File: src/hw/rtl/bgfm_pkg.sv
// Package for the block gradient focus measure.
// Holds widths, register reset values, register indexes and the shared structs.
// No dependencies.
package bgfm_pkg;

  localparam int unsigned PIX_W     = 8;
  localparam int unsigned SUM_W     = 40;
  localparam int unsigned LINE_DEF  = 2048;
  localparam int unsigned FW_W      = 12;
  localparam int unsigned RX_W      = 11;
  localparam int unsigned RY_W      = 12;
  localparam int unsigned RW_W      = 12;
  localparam int unsigned RH_W      = 13;
  localparam int unsigned CX_W      = 12;
  localparam int unsigned CY_W      = 13;
  localparam int unsigned ROW_W     = 12;
  localparam int unsigned POS_W     = 14;
  localparam int unsigned AREA_W    = RW_W + RH_W;
  localparam int unsigned SQ_W      = 2 * PIX_W;
  localparam int unsigned GRAD_W    = SQ_W + 1;
  localparam int unsigned PADDR_W   = 5;
  localparam int unsigned PDATA_W   = 32;
  localparam int unsigned REG_SEL_W = 3;

  localparam logic [FW_W-1:0] FW_RST = 12'd1920;
  localparam logic [RX_W-1:0] RX_RST = 11'd0;
  localparam logic [RY_W-1:0] RY_RST = 12'd0;
  localparam logic [RW_W-1:0] RW_RST = 12'd1916;
  localparam logic [RH_W-1:0] RH_RST = 13'd1076;
  localparam logic [CX_W-1:0] CX_RST = 12'd1916;
  localparam logic [CY_W-1:0] CY_RST = 13'd1076;

  typedef enum logic [REG_SEL_W-1:0] {
    REG_FRAME_WIDTH,
    REG_ROI_X,
    REG_ROI_Y,
    REG_ROI_WIDTH,
    REG_ROI_HEIGHT,
    REG_CLIP_X_END,
    REG_CLIP_Y_END
  } reg_idx_e;

  typedef struct packed {
    logic [FW_W-1:0] frame_width;
    logic [RX_W-1:0] roi_x;
    logic [RY_W-1:0] roi_y;
    logic [RW_W-1:0] roi_width;
    logic [RH_W-1:0] roi_height;
    logic [CX_W-1:0] clip_x_end;
    logic [CY_W-1:0] clip_y_end;
  } cfg_t;

  typedef struct packed {
    logic             valid;
    logic [SUM_W-1:0] gradient;
    logic [SUM_W-1:0] energy;
  } frame_sum_t;

  typedef struct packed {
    logic             start;
    logic [SUM_W-1:0] dividend;
    logic [SUM_W-1:0] divisor;
  } div_req_t;

  typedef struct packed {
    logic             done;
    logic [SUM_W-1:0] quotient;
  } div_rsp_t;

  typedef enum logic [2:0] {
    RS_IDLE,
    RS_MEAN_GO,
    RS_MEAN,
    RS_SHARP_GO,
    RS_SHARP,
    RS_OUT
  } res_state_e;

  function automatic logic [PIX_W-1:0] abs_diff(input logic [PIX_W-1:0] a,
                                                input logic [PIX_W-1:0] b);
    abs_diff = (a > b) ? (a - b) : (b - a);
  endfunction

endpackage

File: src/hw/rtl/bgfm_div.sv
// Restoring divider that yields one quotient bit per cycle.
// Shared by both end-of-frame quotients. Depends on bgfm_pkg.
module bgfm_div (
  input  logic               clk_i,
  input  logic               rst_ni,
  input  bgfm_pkg::div_req_t req_i,
  output bgfm_pkg::div_rsp_t rsp_o
);
  import bgfm_pkg::*;

  localparam int unsigned CNT_W = $clog2(SUM_W + 1);

  logic [SUM_W-1:0] rem_q, quo_q, dvs_q, rem_n, quo_n;
  logic [SUM_W:0]   rem_sh;
  logic [CNT_W-1:0] cnt_q;
  logic             run_q, done_q, ge;

  always_comb begin
    rem_sh = {rem_q, quo_q[SUM_W-1]};
    ge     = rem_sh >= {1'b0, dvs_q};
    rem_n  = ge ? SUM_W'(rem_sh - {1'b0, dvs_q}) : rem_sh[SUM_W-1:0];
    quo_n  = {quo_q[SUM_W-2:0], ge};
  end

  always_ff @(posedge clk_i or negedge rst_ni) begin
    if (!rst_ni) begin
      run_q  <= 1'b0;
      done_q <= 1'b0;
      cnt_q  <= '0;
    end else if (req_i.start) begin
      run_q  <= 1'b1;
      done_q <= 1'b0;
      cnt_q  <= CNT_W'(SUM_W);
    end else if (run_q) begin
      cnt_q  <= cnt_q - CNT_W'(1);
      run_q  <= (cnt_q != CNT_W'(1));
      done_q <= (cnt_q == CNT_W'(1));
    end else begin
      done_q <= 1'b0;
    end
  end

  always_ff @(posedge clk_i) begin
    if (req_i.start) begin
      rem_q <= '0;
      quo_q <= req_i.dividend;
      dvs_q <= req_i.divisor;
    end else if (run_q) begin
      rem_q <= rem_n;
      quo_q <= quo_n;
    end
  end

  assign rsp_o.done     = done_q;
  assign rsp_o.quotient = quo_q;

endmodule

File: config.mk
export PLATFORM = sky130hd
export DESIGN_NAME = bgfm_div
export DESIGN_NICKNAME = d
export VERILOG_FILES = /design/src/hw/rtl/bgfm_pkg.sv /design/src/hw/rtl/bgfm_div.sv
export SDC_FILE = /design/constraint.sdc
export NUM_CORES = 1
export LEC_CHECK = 0
export BUFFER_PORTS_ARGS = -buffer_cell sky130_fd_sc_hd__buf_2
export CORE_MARGIN = 10
export CORE_UTILIZATION = 40
export CTS_CLUSTER_DIAMETER = 200
export DETAILED_ROUTE_END_ITERATION = 16
export SKIP_CTS_REPAIR_TIMING = 1
export SYNTH_ARGS = -nofsm -noshare
export SYNTH_HDL_FRONTEND = slang
export SYNTH_SLANG_ARGS = --single-unit
export TNS_END_PERCENT = 1
File: constraint.sdc
create_clock -name clk_i -period 4.6 [get_ports clk_i]
set_input_delay 0.46 -clock clk_i [delete_from_list [all_inputs] [get_ports clk_i]]
set_output_delay 0.46 -clock clk_i [all_outputs]
set_load 0.005 [all_outputs]
[After elaboration in Yosys (flattened, before gate mapping)]
Index checks and enable logic that the tools add are counted.
Word-level totals
  flip-flop bits (word level): 128
  output and inout bits: 41
Operators by class
  order comparisons: 1
  reduce and logical (&&, ||, !) cells: 1
  $add $sub $neg: 2
  eq/ne operators: 2
  mux-type cells: 9
Operators by type and width (count)
  $mux W40: 3
  $ge A41 B40 Y1: 1
  $sub A40 B40 Y40: 1
  $mux W6: 2
  $eq A6 B1 Y1 const B: 1
  $ne A6 B1 Y1 const B: 1
  $sub A6 B1 Y6 const B: 1
  $mux W1: 4
  $reduce_bool A2 Y1: 1

[Depth between registers and ports, before layout]
  depth after elaboration: 3
  gate-level depth with buffers: 15
  depth with buffers taken out: 12

[Worst setup path after synthesis]
No wires, ideal clock.
  kind: reg2reg
  from: reg quo_q[39]
  to: reg rem_q[36]
  stages on the path, launching flop included: 13
  setup slack: 1.976 ns
  period minus slack after synthesis: 2.624 ns
  required time: 4.509 ns
  arrival time: 2.533 ns
  path through: edfxtp_1 > inv_1 > ha_1 > fa_1 > nor2b_1 > o311ai_2 > o211ai_2 > a311oi_2 > o211ai_2 > a41oi_1 > xnor2_1 > nand2_1 > a311oi_1
Between the ends
  longest elaborated chain between the ends: 2
RTL lines
  start: declaration: RTL line bgfm_div.sv:13  | logic [SUM_W-1:0] rem_q, quo_q, dvs_q, rem_n, quo_n;
  start signal: assignment: RTL line bgfm_div.sv:46  | quo_q <= req_i.dividend;
  start signal: assignment: RTL line bgfm_div.sv:50  | quo_q <= quo_n;
  $sub A40 B40 Y40 or $ge A41 B40 Y1 (tied branches): RTL line bgfm_div.sv:21, bgfm_div.sv:20
  $mux W40 *: RTL line bgfm_div.sv:21  | rem_n = ge ? SUM_W'(rem_sh - {1'b0, dvs_q}) : rem_sh[SUM_W-1:0];
  end signal: assignment: RTL line bgfm_div.sv:49  | rem_q <= rem_n;
  end: declaration: RTL line bgfm_div.sv:13
Mark *: on every way between the ends. The rest lies on a longest branch, timed or not.
A chain may end at the register's enable or synchronous reset.

[Worst setup path after layout]
  from: reg rem_q[22]
  to: reg rem_q[20]
Between the ends
  longest elaborated chain between the ends: 2
RTL lines
  $ge A41 B40 Y1: RTL line bgfm_div.sv:20  | ge = rem_sh >= {1'b0, dvs_q};
  $mux W40: RTL line bgfm_div.sv:21
No other way between the ends.

==> results.ini <==
[detailed_routing]
num_vias = 6020
dr.pass1.iters = 5
post_drt_wl_per_cell_um = 17.2
antenna_left = 0
first_iter_violations = 275
drt_wl_total_um = 19800
drc = 0
viasPerCell = 5.23

[worst_setup_path]
cpPeakStageDelay_ns = 0.81
crit_fanout = 34
start_kind = flop
crit_buf_inv = 1
arrival_ns = 3.73
cp_slowest_cell = nor2_4
cp_cell_sequence = ha_1 -> nand4_1 -> nor2_1 -> o2111ai_1 -> o221ai_2 -> a211oi_2 -> nor2_4 -> buf_4 -> mux2i_1 -> a211oi_1
worst-setup-path-type = flop to flop
cp_top_family = simple AND/OR/NAND/NOR gates
worstPathRequired_ns = 4.85
cp-end-kind = flop

[logic_synthesis]
synth_top_area_cell = edfxtp_1
synth_warnings = 0
synth-seq-area-share = 0.434
synth_nets = 891
ys_ff_latch = 128
synth_cell_types = 76
synthFlopType = edfxtp_1
synth_top_area_share = 0.307
synthArstFlopShare = 0.0625
syn_inst = 765
syn_area_per_cell_um2 = 10.2
synth.cell_area_um2 = 7840
synth_edf_count = 80
yosys-top-cells-area = edfxtp_1 (31%), dfxtp_1 (10%), ha_1 (6.7%), mux2_2 (5.7%), nor2_1 (3.3%)

[timing]
hold_viol = 0
finClkSkew_ns = 0.0116
max_slew_margin = 0.296
max_freq_mhz = 288
period_share = 0.756
final.min_clock_period_ns = 3.48
drv_slew = 0
final-setup-viol-count = 0
rsz0062_at_grt = false
worstMarginPinSlew_ns = 1.05
final.setup.tns_ns = 0

[place]
place_congestion = 0.834
dp_cells = 1119
port-buffer-count = 123
dpl.hpwl_um = 14400

[clock_tree]
clock-root-buffer = clkbuf_16
numCtsBuffers = 17
cts_sinks = 128
insertion_delay_ns = 0.42
cts.clk_slew.worst_paths_ns = 0.06
cts_max_level = 4
cts_tree = built
cts_buffer_depth = 2

[global_route]
grt_pass1_wl_um = 32300
antenna_found_initial = 2
grt_max_degree = 104
grt.total_usage = 0.153
grt_pass1_vias = 6154
grt.overflow.total = 0

[final_layout]
drive_gt1_frac = 0.275
area_growth_pct = 17.5
fillers = 1934
multiInputGateArea_um2 = 4020
n_antenna_cell = 0
nets = 1000
final_cells = 1151
register_area_um2 = 3400

[die]
start_util = 0.404
core_area_um2 = 19400
fp.dieW_um = 160
io_pins = 124
dieArea_um2 = 25600
die_h_um = 160
rows = 51

[run_status]
status = completed

[power_and_ir_drop]
power.net_switching_uw = 791
peakVddDrop_uv = 211
pwr-share-clk = 0.428
pwr_density_cell_nw_per_um2 = 335
p_leak_nw = 3.77
p_int_mw = 2.29
switching_share = 0.256
seqPwrFrac = 0.439
p_comb_frac = 0.132

[worst_hold_path]
hp-class = input pin to flop

[run]
drv_cap = 0

layout by cell type, fill, tap and decap left out, drive strengths merged, types with 4 or more instances in the layout:
cell type    n
buf        129
edfxtp      80
nor2        69
nand2       68
inv         55
o21ai       53
a21oi       48
ha          42
mux2        41
dfxtp       40
a211oi      24
xnor2       19
xor2        18
clkbuf      18
a311oi      16
mux2i       13
a21o        11
nor3        10
o21a         9
nand4        8
and4         8
dfrtp        8
o21bai       7
and3         7
o211ai       6
clkinv       6
nand3        5
and2         5
nor3b        5
nand2b       5
a31oi        5
o31a         4
o31ai        4
a221oi       4
layout make-up:
| cell class | instances | share of cell area |
|---|---|---|
| clock buffer | 18 | 0.0466 |
| timing repair buffer | 130 | 0.0745 |
| sequential | 128 | 0.370 |
| clock inverter | 13 | 0.0151 |
| tap | 265 | 0.0360 |
| inverter | 52 | 0.0212 |
| multi-input combinational | 545 | 0.437 |
flip-flops by register name, summed over array words and instances, names as in the netlist:
register	flops
rem_q	40
quo_q	40
done_q	1
run_q	1
cnt_q	6
dvs_q	40
path summary, 6_finish.rpt:
kind / from / slack (ns) / depth (start not counted) / end
max in group asynchronous: rst_ni / 4.00 / 2 / run_q
min: req_i[2] / 0.21 / 1 / dvs_q[2]
min in group asynchronous: rst_ni / 0.41 / 2 / cnt_q[1]
max reg2reg: rem_q[22] / 1.12 / 10 / rem_q[20]
min reg2reg: rem_q[8] / 0.50 / 2 / rem_q[8]
max: rem_q[22] / 1.12 / 10 / rem_q[20]
per-stage QoR:
| step | hold slack, ns | util | worst slack [ns] | instance area [um2] | power, mW |
|---|---|---|---|---|---|
| after floorplan | 0.164 | - | 1.98 | 7840 | 1.63 |
| after detailed placement | 0.315 | 0.445 | 1.14 | 8630 | 1.79 |
| after global routing | 0.188 | 0.475 | 0.848 | 9210 | 3.23 |
| after CTS | -0.141 | 0.474 | 1.11 | 9200 | 3.13 |
| after global placement | 0.313 | 0.445 | 1.24 | 8630 | 1.78 |
| final | 0.207 | 0.475 | 1.12 | 9210 | 3.08 |
cell usage after synthesis (13+ instances only):
library cell	count
ha_1	42
o21ai_0	35
xnor2_1	19
inv_1	52
clkbuf_1	19
o21ai_1	14
nand2_1	65
a211oi_1	19
edfxtp_1	80
dfxtp_1	40
nor2_1	68
xor2_1	18
mux2_2	40
mux2i_1	13
a21oi_1	44
per-layer routing:
metal | wire, um | up-vias | track usage
met4 | 179 | 2 | 0.0405
li1 | - | 3033 | -
met3 | 1720 | 17 | 0.0676
met2 | 8620 | 152 | 0.229
met1 | 9270 | 2816 | 0.197
met5 | 13 | - | 0
power by group through the flow:
| stage | clock network, mW | registers (mW) | logic, mW |
|---|---|---|---|
| after floorplan | 0 | 1.37 | 0.259 |
| after global routing | 1.40 | 1.37 | 0.456 |
| after global placement | 0 | 1.38 | 0.405 |
| final | 1.32 | 1.35 | 0.408 |
| after detailed placement | 0 | 1.38 | 0.409 |
| after CTS | 1.36 | 1.36 | 0.411 |
kinds of logic after synthesis:
kind of cell | synth area share
adder cells (fa/ha/maj) | 0.0696
AO/OA/AOI/OAI | 0.198
multiplexers | 0.0755
flip-flops | 0.434
XOR/XNOR | 0.0414
buffers and inverters | 0.0527
AND/OR/NAND/NOR | 0.128
(Power assumes the default switching activity.)
