## config.mk

```make
export PLATFORM = sky130hd
export DESIGN_NAME = bgfm_result_flat
export DESIGN_NICKNAME = d
export VERILOG_FILES = /design/src/hw/rtl/bgfm_pkg.sv /design/src/hw/rtl/bgfm_if.sv /design/src/hw/rtl/bgfm_result.sv /design/src/flat_wrapper.sv
export SDC_FILE = /design/constraint.sdc
export NUM_CORES = 1
export LEC_CHECK = 0
export ABC_AREA = 0
export BUFFER_PORTS_ARGS = -buffer_cell sky130_fd_sc_hd__buf_2
export CAP_MARGIN = 25
export CORE_MARGIN = 10
export CORE_UTILIZATION = 50
export DETAILED_ROUTE_END_ITERATION = 7
export PLACE_DENSITY = 0.75
export SLEW_MARGIN = 20
export SYNTH_ARGS = -nofsm -noshare
export SYNTH_HDL_FRONTEND = slang
export SYNTH_SLANG_ARGS = --single-unit
```

## constraint.sdc

```tcl
create_clock -name clk_i -period 17.1 [get_ports clk_i]
set_clock_uncertainty 0.15 [all_clocks]
set_input_delay 2.565 -clock clk_i [delete_from_list [all_inputs] [get_ports clk_i]]
set_output_delay 2.565 -clock clk_i [all_outputs]
set_load 0.02 [all_outputs]
```

## src/hw/rtl/bgfm_pkg.sv

```systemverilog
// Package for the block gradient focus measure.
// Holds widths, register reset values, register indexes and the shared structs.
// No dependencies.
package bgfm_pkg;

  localparam int unsigned PIX_W     = 8;
  localparam int unsigned SUM_W     = 40;
  localparam int unsigned LINE_DEF  = 2048;
  localparam int unsigned FW_W      = 12;
  localparam int unsigned RX_W      = 11;
  localparam int unsigned RY_W      = 12;
  localparam int unsigned RW_W      = 12;
  localparam int unsigned RH_W      = 13;
  localparam int unsigned CX_W      = 12;
  localparam int unsigned CY_W      = 13;
  localparam int unsigned ROW_W     = 12;
  localparam int unsigned POS_W     = 14;
  localparam int unsigned AREA_W    = RW_W + RH_W;
  localparam int unsigned SQ_W      = 2 * PIX_W;
  localparam int unsigned GRAD_W    = SQ_W + 1;
  localparam int unsigned PADDR_W   = 5;
  localparam int unsigned PDATA_W   = 32;
  localparam int unsigned REG_SEL_W = 3;

  localparam logic [FW_W-1:0] FW_RST = 12'd1920;
  localparam logic [RX_W-1:0] RX_RST = 11'd0;
  localparam logic [RY_W-1:0] RY_RST = 12'd0;
  localparam logic [RW_W-1:0] RW_RST = 12'd1916;
  localparam logic [RH_W-1:0] RH_RST = 13'd1076;
  localparam logic [CX_W-1:0] CX_RST = 12'd1916;
  localparam logic [CY_W-1:0] CY_RST = 13'd1076;

  typedef enum logic [REG_SEL_W-1:0] {
    REG_FRAME_WIDTH,
    REG_ROI_X,
    REG_ROI_Y,
    REG_ROI_WIDTH,
    REG_ROI_HEIGHT,
    REG_CLIP_X_END,
    REG_CLIP_Y_END
  } reg_idx_e;

  typedef struct packed {
    logic [FW_W-1:0] frame_width;
    logic [RX_W-1:0] roi_x;
    logic [RY_W-1:0] roi_y;
    logic [RW_W-1:0] roi_width;
    logic [RH_W-1:0] roi_height;
    logic [CX_W-1:0] clip_x_end;
    logic [CY_W-1:0] clip_y_end;
  } cfg_t;

  typedef struct packed {
    logic             valid;
    logic [SUM_W-1:0] gradient;
    logic [SUM_W-1:0] energy;
  } frame_sum_t;

  typedef struct packed {
    logic             start;
    logic [SUM_W-1:0] dividend;
    logic [SUM_W-1:0] divisor;
  } div_req_t;

  typedef struct packed {
    logic             done;
    logic [SUM_W-1:0] quotient;
  } div_rsp_t;

  typedef enum logic [2:0] {
    RS_IDLE,
    RS_MEAN_GO,
    RS_MEAN,
    RS_SHARP_GO,
    RS_SHARP,
    RS_OUT
  } res_state_e;

  function automatic logic [PIX_W-1:0] abs_diff(input logic [PIX_W-1:0] a,
                                                input logic [PIX_W-1:0] b);
    abs_diff = (a > b) ? (a - b) : (b - a);
  endfunction

endpackage

```

## src/hw/rtl/bgfm_if.sv

```systemverilog


interface bgfm_res_if;
  import bgfm_pkg::*;
  logic             valid;
  logic             ready;
  logic [SUM_W-1:0] sharpness;
  logic             divide_error;
  modport source(output valid, sharpness, divide_error, input ready);
  modport sink(input valid, sharpness, divide_error, output ready);
endinterface

```

## src/hw/rtl/bgfm_result.sv

```systemverilog
// End-of-frame sequencer: area product, mean energy, sharpness quotient and result register.
// Depends on bgfm_pkg and bgfm_res_if.
module bgfm_result (
  input  logic                       clk_i,
  input  logic                       rst_ni,
  input  bgfm_pkg::frame_sum_t       sums_i,
  input  logic [bgfm_pkg::RW_W-1:0]  roi_width_i,
  input  logic [bgfm_pkg::RH_W-1:0]  roi_height_i,
  output bgfm_pkg::div_req_t         div_req_o,
  input  bgfm_pkg::div_rsp_t         div_rsp_i,
  output logic                       busy_o,
  bgfm_res_if.source                 res
);
  import bgfm_pkg::*;

  res_state_e        state_q, state_d;
  logic [SUM_W-1:0]  grad_q, energy_q, mean_q, sharp_q, out_sharp_q;
  logic [AREA_W-1:0] area_q;
  logic              err_q, out_err_q, out_valid_q, load_out;

  always_comb begin
    state_d = state_q;
    unique case (state_q)
      RS_IDLE:     if (sums_i.valid) state_d = RS_MEAN_GO;
      RS_MEAN_GO:  state_d = (area_q == '0) ? RS_OUT : RS_MEAN;
      RS_MEAN:     if (div_rsp_i.done) state_d = RS_SHARP_GO;
      RS_SHARP_GO: state_d = (mean_q == '0) ? RS_OUT : RS_SHARP;
      RS_SHARP:    if (div_rsp_i.done) state_d = RS_OUT;
      RS_OUT:      if (!out_valid_q || res.ready) state_d = RS_IDLE;
      default:     state_d = RS_IDLE;
    endcase
  end

  always_comb begin
    div_req_o.start    = 1'b0;
    div_req_o.dividend = energy_q;
    div_req_o.divisor  = SUM_W'(area_q);
    load_out           = 1'b0;
    unique case (state_q)
      RS_MEAN_GO:  div_req_o.start = (area_q != '0);
      RS_SHARP_GO: begin
        div_req_o.start    = (mean_q != '0);
        div_req_o.dividend = grad_q;
        div_req_o.divisor  = mean_q;
      end
      RS_OUT:      load_out = !out_valid_q || res.ready;
      default:     ;
    endcase
  end

  always_ff @(posedge clk_i or negedge rst_ni) begin
    if (!rst_ni) begin
      state_q     <= RS_IDLE;
      out_valid_q <= 1'b0;
    end else begin
      state_q <= state_d;
      if (load_out) begin
        out_valid_q <= 1'b1;
      end else if (res.ready) begin
        out_valid_q <= 1'b0;
      end
    end
  end

  always_ff @(posedge clk_i) begin
    if (state_q == RS_IDLE && sums_i.valid) begin
      grad_q   <= sums_i.gradient;
      energy_q <= sums_i.energy;
      area_q   <= AREA_W'(roi_width_i) * AREA_W'(roi_height_i);
    end
    if (state_q == RS_MEAN_GO && area_q == '0) begin
      sharp_q <= '0;
      err_q   <= 1'b1;
    end
    if (state_q == RS_MEAN && div_rsp_i.done) begin
      mean_q <= div_rsp_i.quotient;
    end
    if (state_q == RS_SHARP_GO && mean_q == '0) begin
      sharp_q <= '0;
      err_q   <= 1'b1;
    end
    if (state_q == RS_SHARP && div_rsp_i.done) begin
      sharp_q <= div_rsp_i.quotient;
      err_q   <= 1'b0;
    end
    if (load_out) begin
      out_sharp_q <= sharp_q;
      out_err_q   <= err_q;
    end
  end

  assign busy_o           = (state_q != RS_IDLE);
  assign res.valid        = out_valid_q;
  assign res.sharpness    = out_sharp_q;
  assign res.divide_error = out_err_q;

endmodule

```

## src/flat_wrapper.sv

```systemverilog
// flat-port wrapper written by rule: the top's interface ports become plain ports
module bgfm_result_flat import bgfm_pkg::*;
  (clk_i, rst_ni, sums_i, roi_width_i, roi_height_i, div_req_o, div_rsp_i, busy_o, res_valid, res_sharpness, res_divide_error, res_ready);
  bgfm_res_if res_i ();
  input  logic clk_i;
  input  logic rst_ni;
  input  bgfm_pkg::frame_sum_t sums_i;
  input  logic [bgfm_pkg::RW_W-1:0] roi_width_i;
  input  logic [bgfm_pkg::RH_W-1:0] roi_height_i;
  output bgfm_pkg::div_req_t div_req_o;
  input  bgfm_pkg::div_rsp_t div_rsp_i;
  output logic busy_o;
  output wire logic [$bits(res_i.valid)-1:0] res_valid;
  output wire logic [$bits(res_i.sharpness)-1:0] res_sharpness;
  output wire logic [$bits(res_i.divide_error)-1:0] res_divide_error;
  input wire logic [$bits(res_i.ready)-1:0] res_ready;
  assign res_valid = res_i.valid;
  assign res_sharpness = res_i.sharpness;
  assign res_divide_error = res_i.divide_error;
  assign res_i.ready = res_ready;
  bgfm_result u_core (.clk_i(clk_i), .rst_ni(rst_ni), .sums_i(sums_i), .roi_width_i(roi_width_i), .roi_height_i(roi_height_i), .div_req_o(div_req_o), .div_rsp_i(div_rsp_i), .busy_o(busy_o), .res(res_i));
endmodule
```

# Word-level counts from Yosys, hierarchy flattened
# Cells that the tools add are included.
# totals
out_inout_bits,124
elab_cells,54
inputBits,150
reg_bits,231
# op_classes
muxes,17
n_reduce_logical,17
mul,1
n_eq_ne,9
# op_table
op,count
two-way mux 40 bit,3
two-way mux 80 bit,1
zero test 40 bit,1
nonzero test 40 bit,1
zero test 25 bit,1
multiplier 12 x 13 -> 25 bit,1
nonzero test 25 bit,1
one-hot mux 3 bit (6 select lines),1
two-way mux 3 bit,5
== test 3 x 2 -> 1 bit (second input constant),2
== test 3 bit (second input constant),2
two-way mux 1 bit,6
inequality test 2 bit (second input constant),3
nonzero test 3 bit,2
logical AND 1 bit,5
AND reduction 4 bit,1
nonzero test 2 bit,2
== test 3 x 1 -> 1 bit (second input constant),1
zero test 3 bit,1
inequality test 2 x 1 -> 1 bit (second input constant),1
one-hot mux 1 bit (2 select lines),1
zero test 1 bit,1
logical OR 1 bit,1

# Depth between registers and ports, before layout
# logic_depth
ltp_word,5
mapped_depth,19

# Worst setup path before layout
# No wires, ideal clock.
# synth_path
kind,in2reg
start,input port sums_i[80] (netlist name)
end,"register u_core.area_q[0], enable pin"
t_required_ps,16253
arrival_ps,9715
stages,2
path_slack_ps,6538
n_path_buf,0
cell_sequence,nand2_1 -> nor3_1
# synth_via
elab_chain_cells,1
# synth_lines
element,line,text
"start, declared",flat_wrapper.sv:7,input bgfm_pkg::frame_sum_t sums_i;
logical AND 1 bit,bgfm_result.sv:66,if (state_q == RS_IDLE && sums_i.valid) begin
"end signal, assigned",bgfm_result.sv:69,area_q <= AREA_W'(roi_width_i) * AREA_W'(roi_height_i);
"end, declared",bgfm_result.sv:18,logic [AREA_W-1:0] area_q;
# No other way between the ends.
# A chain may end at the register's enable or synchronous reset.

# Worst setup path in the final report
# layout_path
start,input port roi_width_i[6] (netlist name)
end,register u_core.area_q[21] (data pin)
# layout_via
elab_chain_cells,1
# layout_lines
element,line,text
"start, declared",flat_wrapper.sv:8,input logic [bgfm_pkg::RW_W-1:0] roi_width_i;
multiplier 12 x 13 -> 25 bit,bgfm_result.sv:69,
# No other way between the ends.

==> results_dict.tcl <==
set metrics [dict create \
    fillers 2152 \
    powerDensity_nw_per_um2 163 \
    dp.cells 1616 \
    fin_tns_setup_ns 0 \
    wl_per_cell_um 18.9 \
    register_area_sq_um 6910 \
    clk_path_buf_depth 3 \
    outcome "finished clean" \
    fin_cells 1658 \
    ys_ff_latch 231 \
    setup_violations 0 \
    start_util 0.505 \
    fin_crit_sh 0.416 \
    r2r-start "u_core.state_q[1]$_DFFE_PN0P_" \
    whs_path_depth 0 \
    rsz0062_at_grt "no" \
    port_buffers 273 \
    die_y_um 185 \
    yosys_warnings 0 \
    p_total_mw 2.60 \
    syn-cell-area_sq_um 13500 \
    wirelength_um 31300 \
    holdBufCountCts 0 \
    netlist_instances 1040 \
    nets 1623 \
    drc 0 \
    worst_pin_slew_ns 0.978 \
    dieArea_sq_um 34000 \
    clk_latency_ns 0.50 \
    synth_edf_count 226 \
    hp-start "u_core.sharp_q[16]$_SDFFCE_PN0P_" \
    cts_root_buf "clkbuf_16" \
    syn_area_per_cell_sq_um 13.0 \
    grt_max_degree 89 \
    syn_to_final_growth_pct 17.7 \
    grt_pass1_wl_um 47700 \
    ctsResizeCount 0 \
    fin_area_sq_um 15900 \
    dieWidth_um 185 \
    cts_tree "built" \
    cpPeakStageDelay_ns 0.54 \
    cp-end-kind "flop" \
    core_sq_um 26800 \
    timing.hold.ws_ns 0.264 \
    cap_viol_max_count 0 \
    worstPathRequired_ns 17.20 \
    hold_violations 0 \
    synthFlopType "edfxtp_1" \
    cts.sinks 231 \
    vias 8717 \
    track_usage 0.177 \
    hold_path.class "flop to flop" \
    cts_buffers 21 \
    grt_pass1_vias 8950 \
    clkTransAtPathRegs_ns 0.07 \
    drt_iter0_drc 533 \
    period_needed_ns 7.11 \
    cp.arrival_ns 7.21 \
    cp_max_fo 13 \
    viasPerCell 5.26 \
    pin_count 274 \
    synthArstFlopShare 0.0173 \
    final_max_slew_viol_count 0 \
    first_pass_iters 5 \
    place_hpwl_um 24500 \
    clock.fmax_mhz 141 \
    relSlewSlack 0.348 \
    slowest_stage "fa_1" \
    critPathLaunch "roi_width_i[6]" \
    gr-total-overflow 0 \
    rr_worst_depth 7 \
    antenna_found_initial 2 \
    multiInputGateArea_sq_um 5890 \
    leakagePower_nw 6.95 \
    rows 60 \
    gp_congestion 0.888 \
    synthesis.nets 1363 \
    yosysUniqueCellTypes 50 \
    htreeDepth 1 \
    post_cts_buffers 0 \
    synth.yosys.seq_area_share 0.510 \
    critPathLaunchType "input pin" \
    layout-drive-gt1-share 0.299 \
    place_area_sq_um 15200 \
    crit_chain "buf_2 > and2_1 > fa_1 > inv_1 > fa_1 > inv_1 > fa_1 > fa_1 > inv_1 > fa_1 > inv_1 > ha_1 > and4_1 > nand4_1 > a2111o_1 > a21boi_2 > mux2i_1 > nand2_1" \
    vdd.ir_drop.worst_uv 143 \
    path_common_cell "fa_1" \
    detail-route-antenna-nets 0 \
    worst-setup-path-type "input pin to flop" \
]
-- worst max-delay path: cells and delay by family --
kind                     cells  cell delay, ns
adder cells (fa/ha/maj)      6            2.85
AO/OA/AOI/OAI                2            0.61
AND/OR/NAND/NOR              4            0.60
buffers and inverters        5            0.37
multiplexers                 1            0.20
-- metal layers --
| metal | vias up | wire [um] | track usage |
|---|---|---|---|
| li1 | 4018 | - | - |
| met1 | 4368 | 12100 | 0.215 |
| met2 | 286 | 16300 | 0.319 |
| met3 | 43 | 2290 | 0.0299 |
| met4 | 2 | 603 | 0.0456 |
| met5 | - | 17 | 0 |
-- path summary, 6_finish.rpt --
| check | end | slack, ns |
|---|---|---|
| max in group asynchronous | u_core.state_q[0]$_DFFE_PN0P_ | 14.94 |
| min in group asynchronous | u_core.res.valid$_DFFE_PN0P_ | 1.72 |
| worst max register to register | u_core.sharp_q[2]$_SDFFCE_PN0P_ | 14.25 |
| worst min register to register | u_core.res.sharpness[16]$_DFFE_PP_ | 0.26 |
| worst min-delay path | u_core.res.sharpness[16]$_DFFE_PP_ | 0.26 |
| worst max-delay path | u_core.area_q[21]$_DFFE_PP_ | 9.99 |
-- through the flow --
| step | util | setup WS (ns) |
|---|---|---|
| 5_1_grt | 0.594 | 9.78 |
| 2_1_floorplan | - | 6.54 |
| 3_3_place_gp | 0.566 | 9.55 |
| 4_1_cts | 0.593 | 10.00 |
| 3_5_place_dp | 0.566 | 9.48 |
| 6_report | 0.594 | 9.99 |
-- layout by cell type (no fill, tap or decap), types with 5 or more instances in the layout --
master	n
a21oi_1	21
nor4_1	14
xnor2_1	10
clkbuf_16	21
a211oi_1	6
inv_1	144
xor2_1	6
and2_1	103
o211ai_1	5
ha_1	63
fa_1	110
nand2_1	109
and3_1	16
nand2b_1	6
nor3_1	7
nand3_1	5
a21o_1	5
edfxtp_1	226
buf_4	6
nor2_1	18
o21ai_0	11
buf_2	273
clkinv_2	5
mux2_2	65
-- logic make-up (layout without fill, tap and decap cells) --
logic type / Yosys count / after routing / share of synthesized area
AOI/OAI and AO/OA: 65 / 65 / 0.0322
adders and majority gates: 173 / 173 / 0.221
DFF: 231 / 231 / 0.510
xor gates and xnor gates: 16 / 16 / 0.0104
muxes: 67 / 67 / 0.0556
buffers and inverters: 188 / 463 / 0.0557
other: 0 / 2 / 0
and+or+nand+nor: 300 / 300 / 0.115
-- synth_stat cells, types with 6 or more instances --
library cell | n | area share
and2_1 | 104 | 0.048
nand2b_1 | 7 | 0.0032
a21oi_1 | 21 | 0.0078
o21ai_0 | 11 | 0.0041
inv_1 | 144 | 0.040
a211oi_1 | 6 | 0.0033
and3_1 | 17 | 0.0079
nand2_1 | 109 | 0.030
ha_1 | 63 | 0.058
edfxtp_1 | 226 | 0.50
fa_1 | 110 | 0.16
nor2_1 | 18 | 0.0050
xor2_1 | 6 | 0.0039
mux2_2 | 65 | 0.054
clkbuf_1 | 34 | 0.0094
nor3_1 | 9 | 0.0033
xnor2_1 | 10 | 0.0065
nor4_1 | 14 | 0.0065
-- registers in the layout, summed over array words and instances (netlist names) --
register / flops
u_core.mean_q: 40
u_core.area_q: 25
u_core.state_q: 3
u_core.res.valid: 1
u_core.grad_q: 40
u_core.sharp_q: 40
u_core.res.sharpness: 40
u_core.res.divide_error: 1
u_core.err_q: 1
u_core.energy_q: 40
-- cell type report --
class	count	area share
sequential	231	0.433
multi-input combinational	621	0.369
timing repair buffer	281	0.0905
inverter	144	0.0339
clock buffer	23	0.0335
tap	341	0.0268
clock inverter	15	0.0120
antenna	2	0.000314
-- report_power, final --
group / leakage (nW) / switching [mW] / total [mW] / internal [mW]
clock: 0.350 / 0.200 / 0.489 / 0.289
sequential: 2.14 / 0.0494 / 0.840 / 0.791
combinational: 4.47 / 0.763 / 1.27 / 0.508
Power figures use the tool's default switching activity.
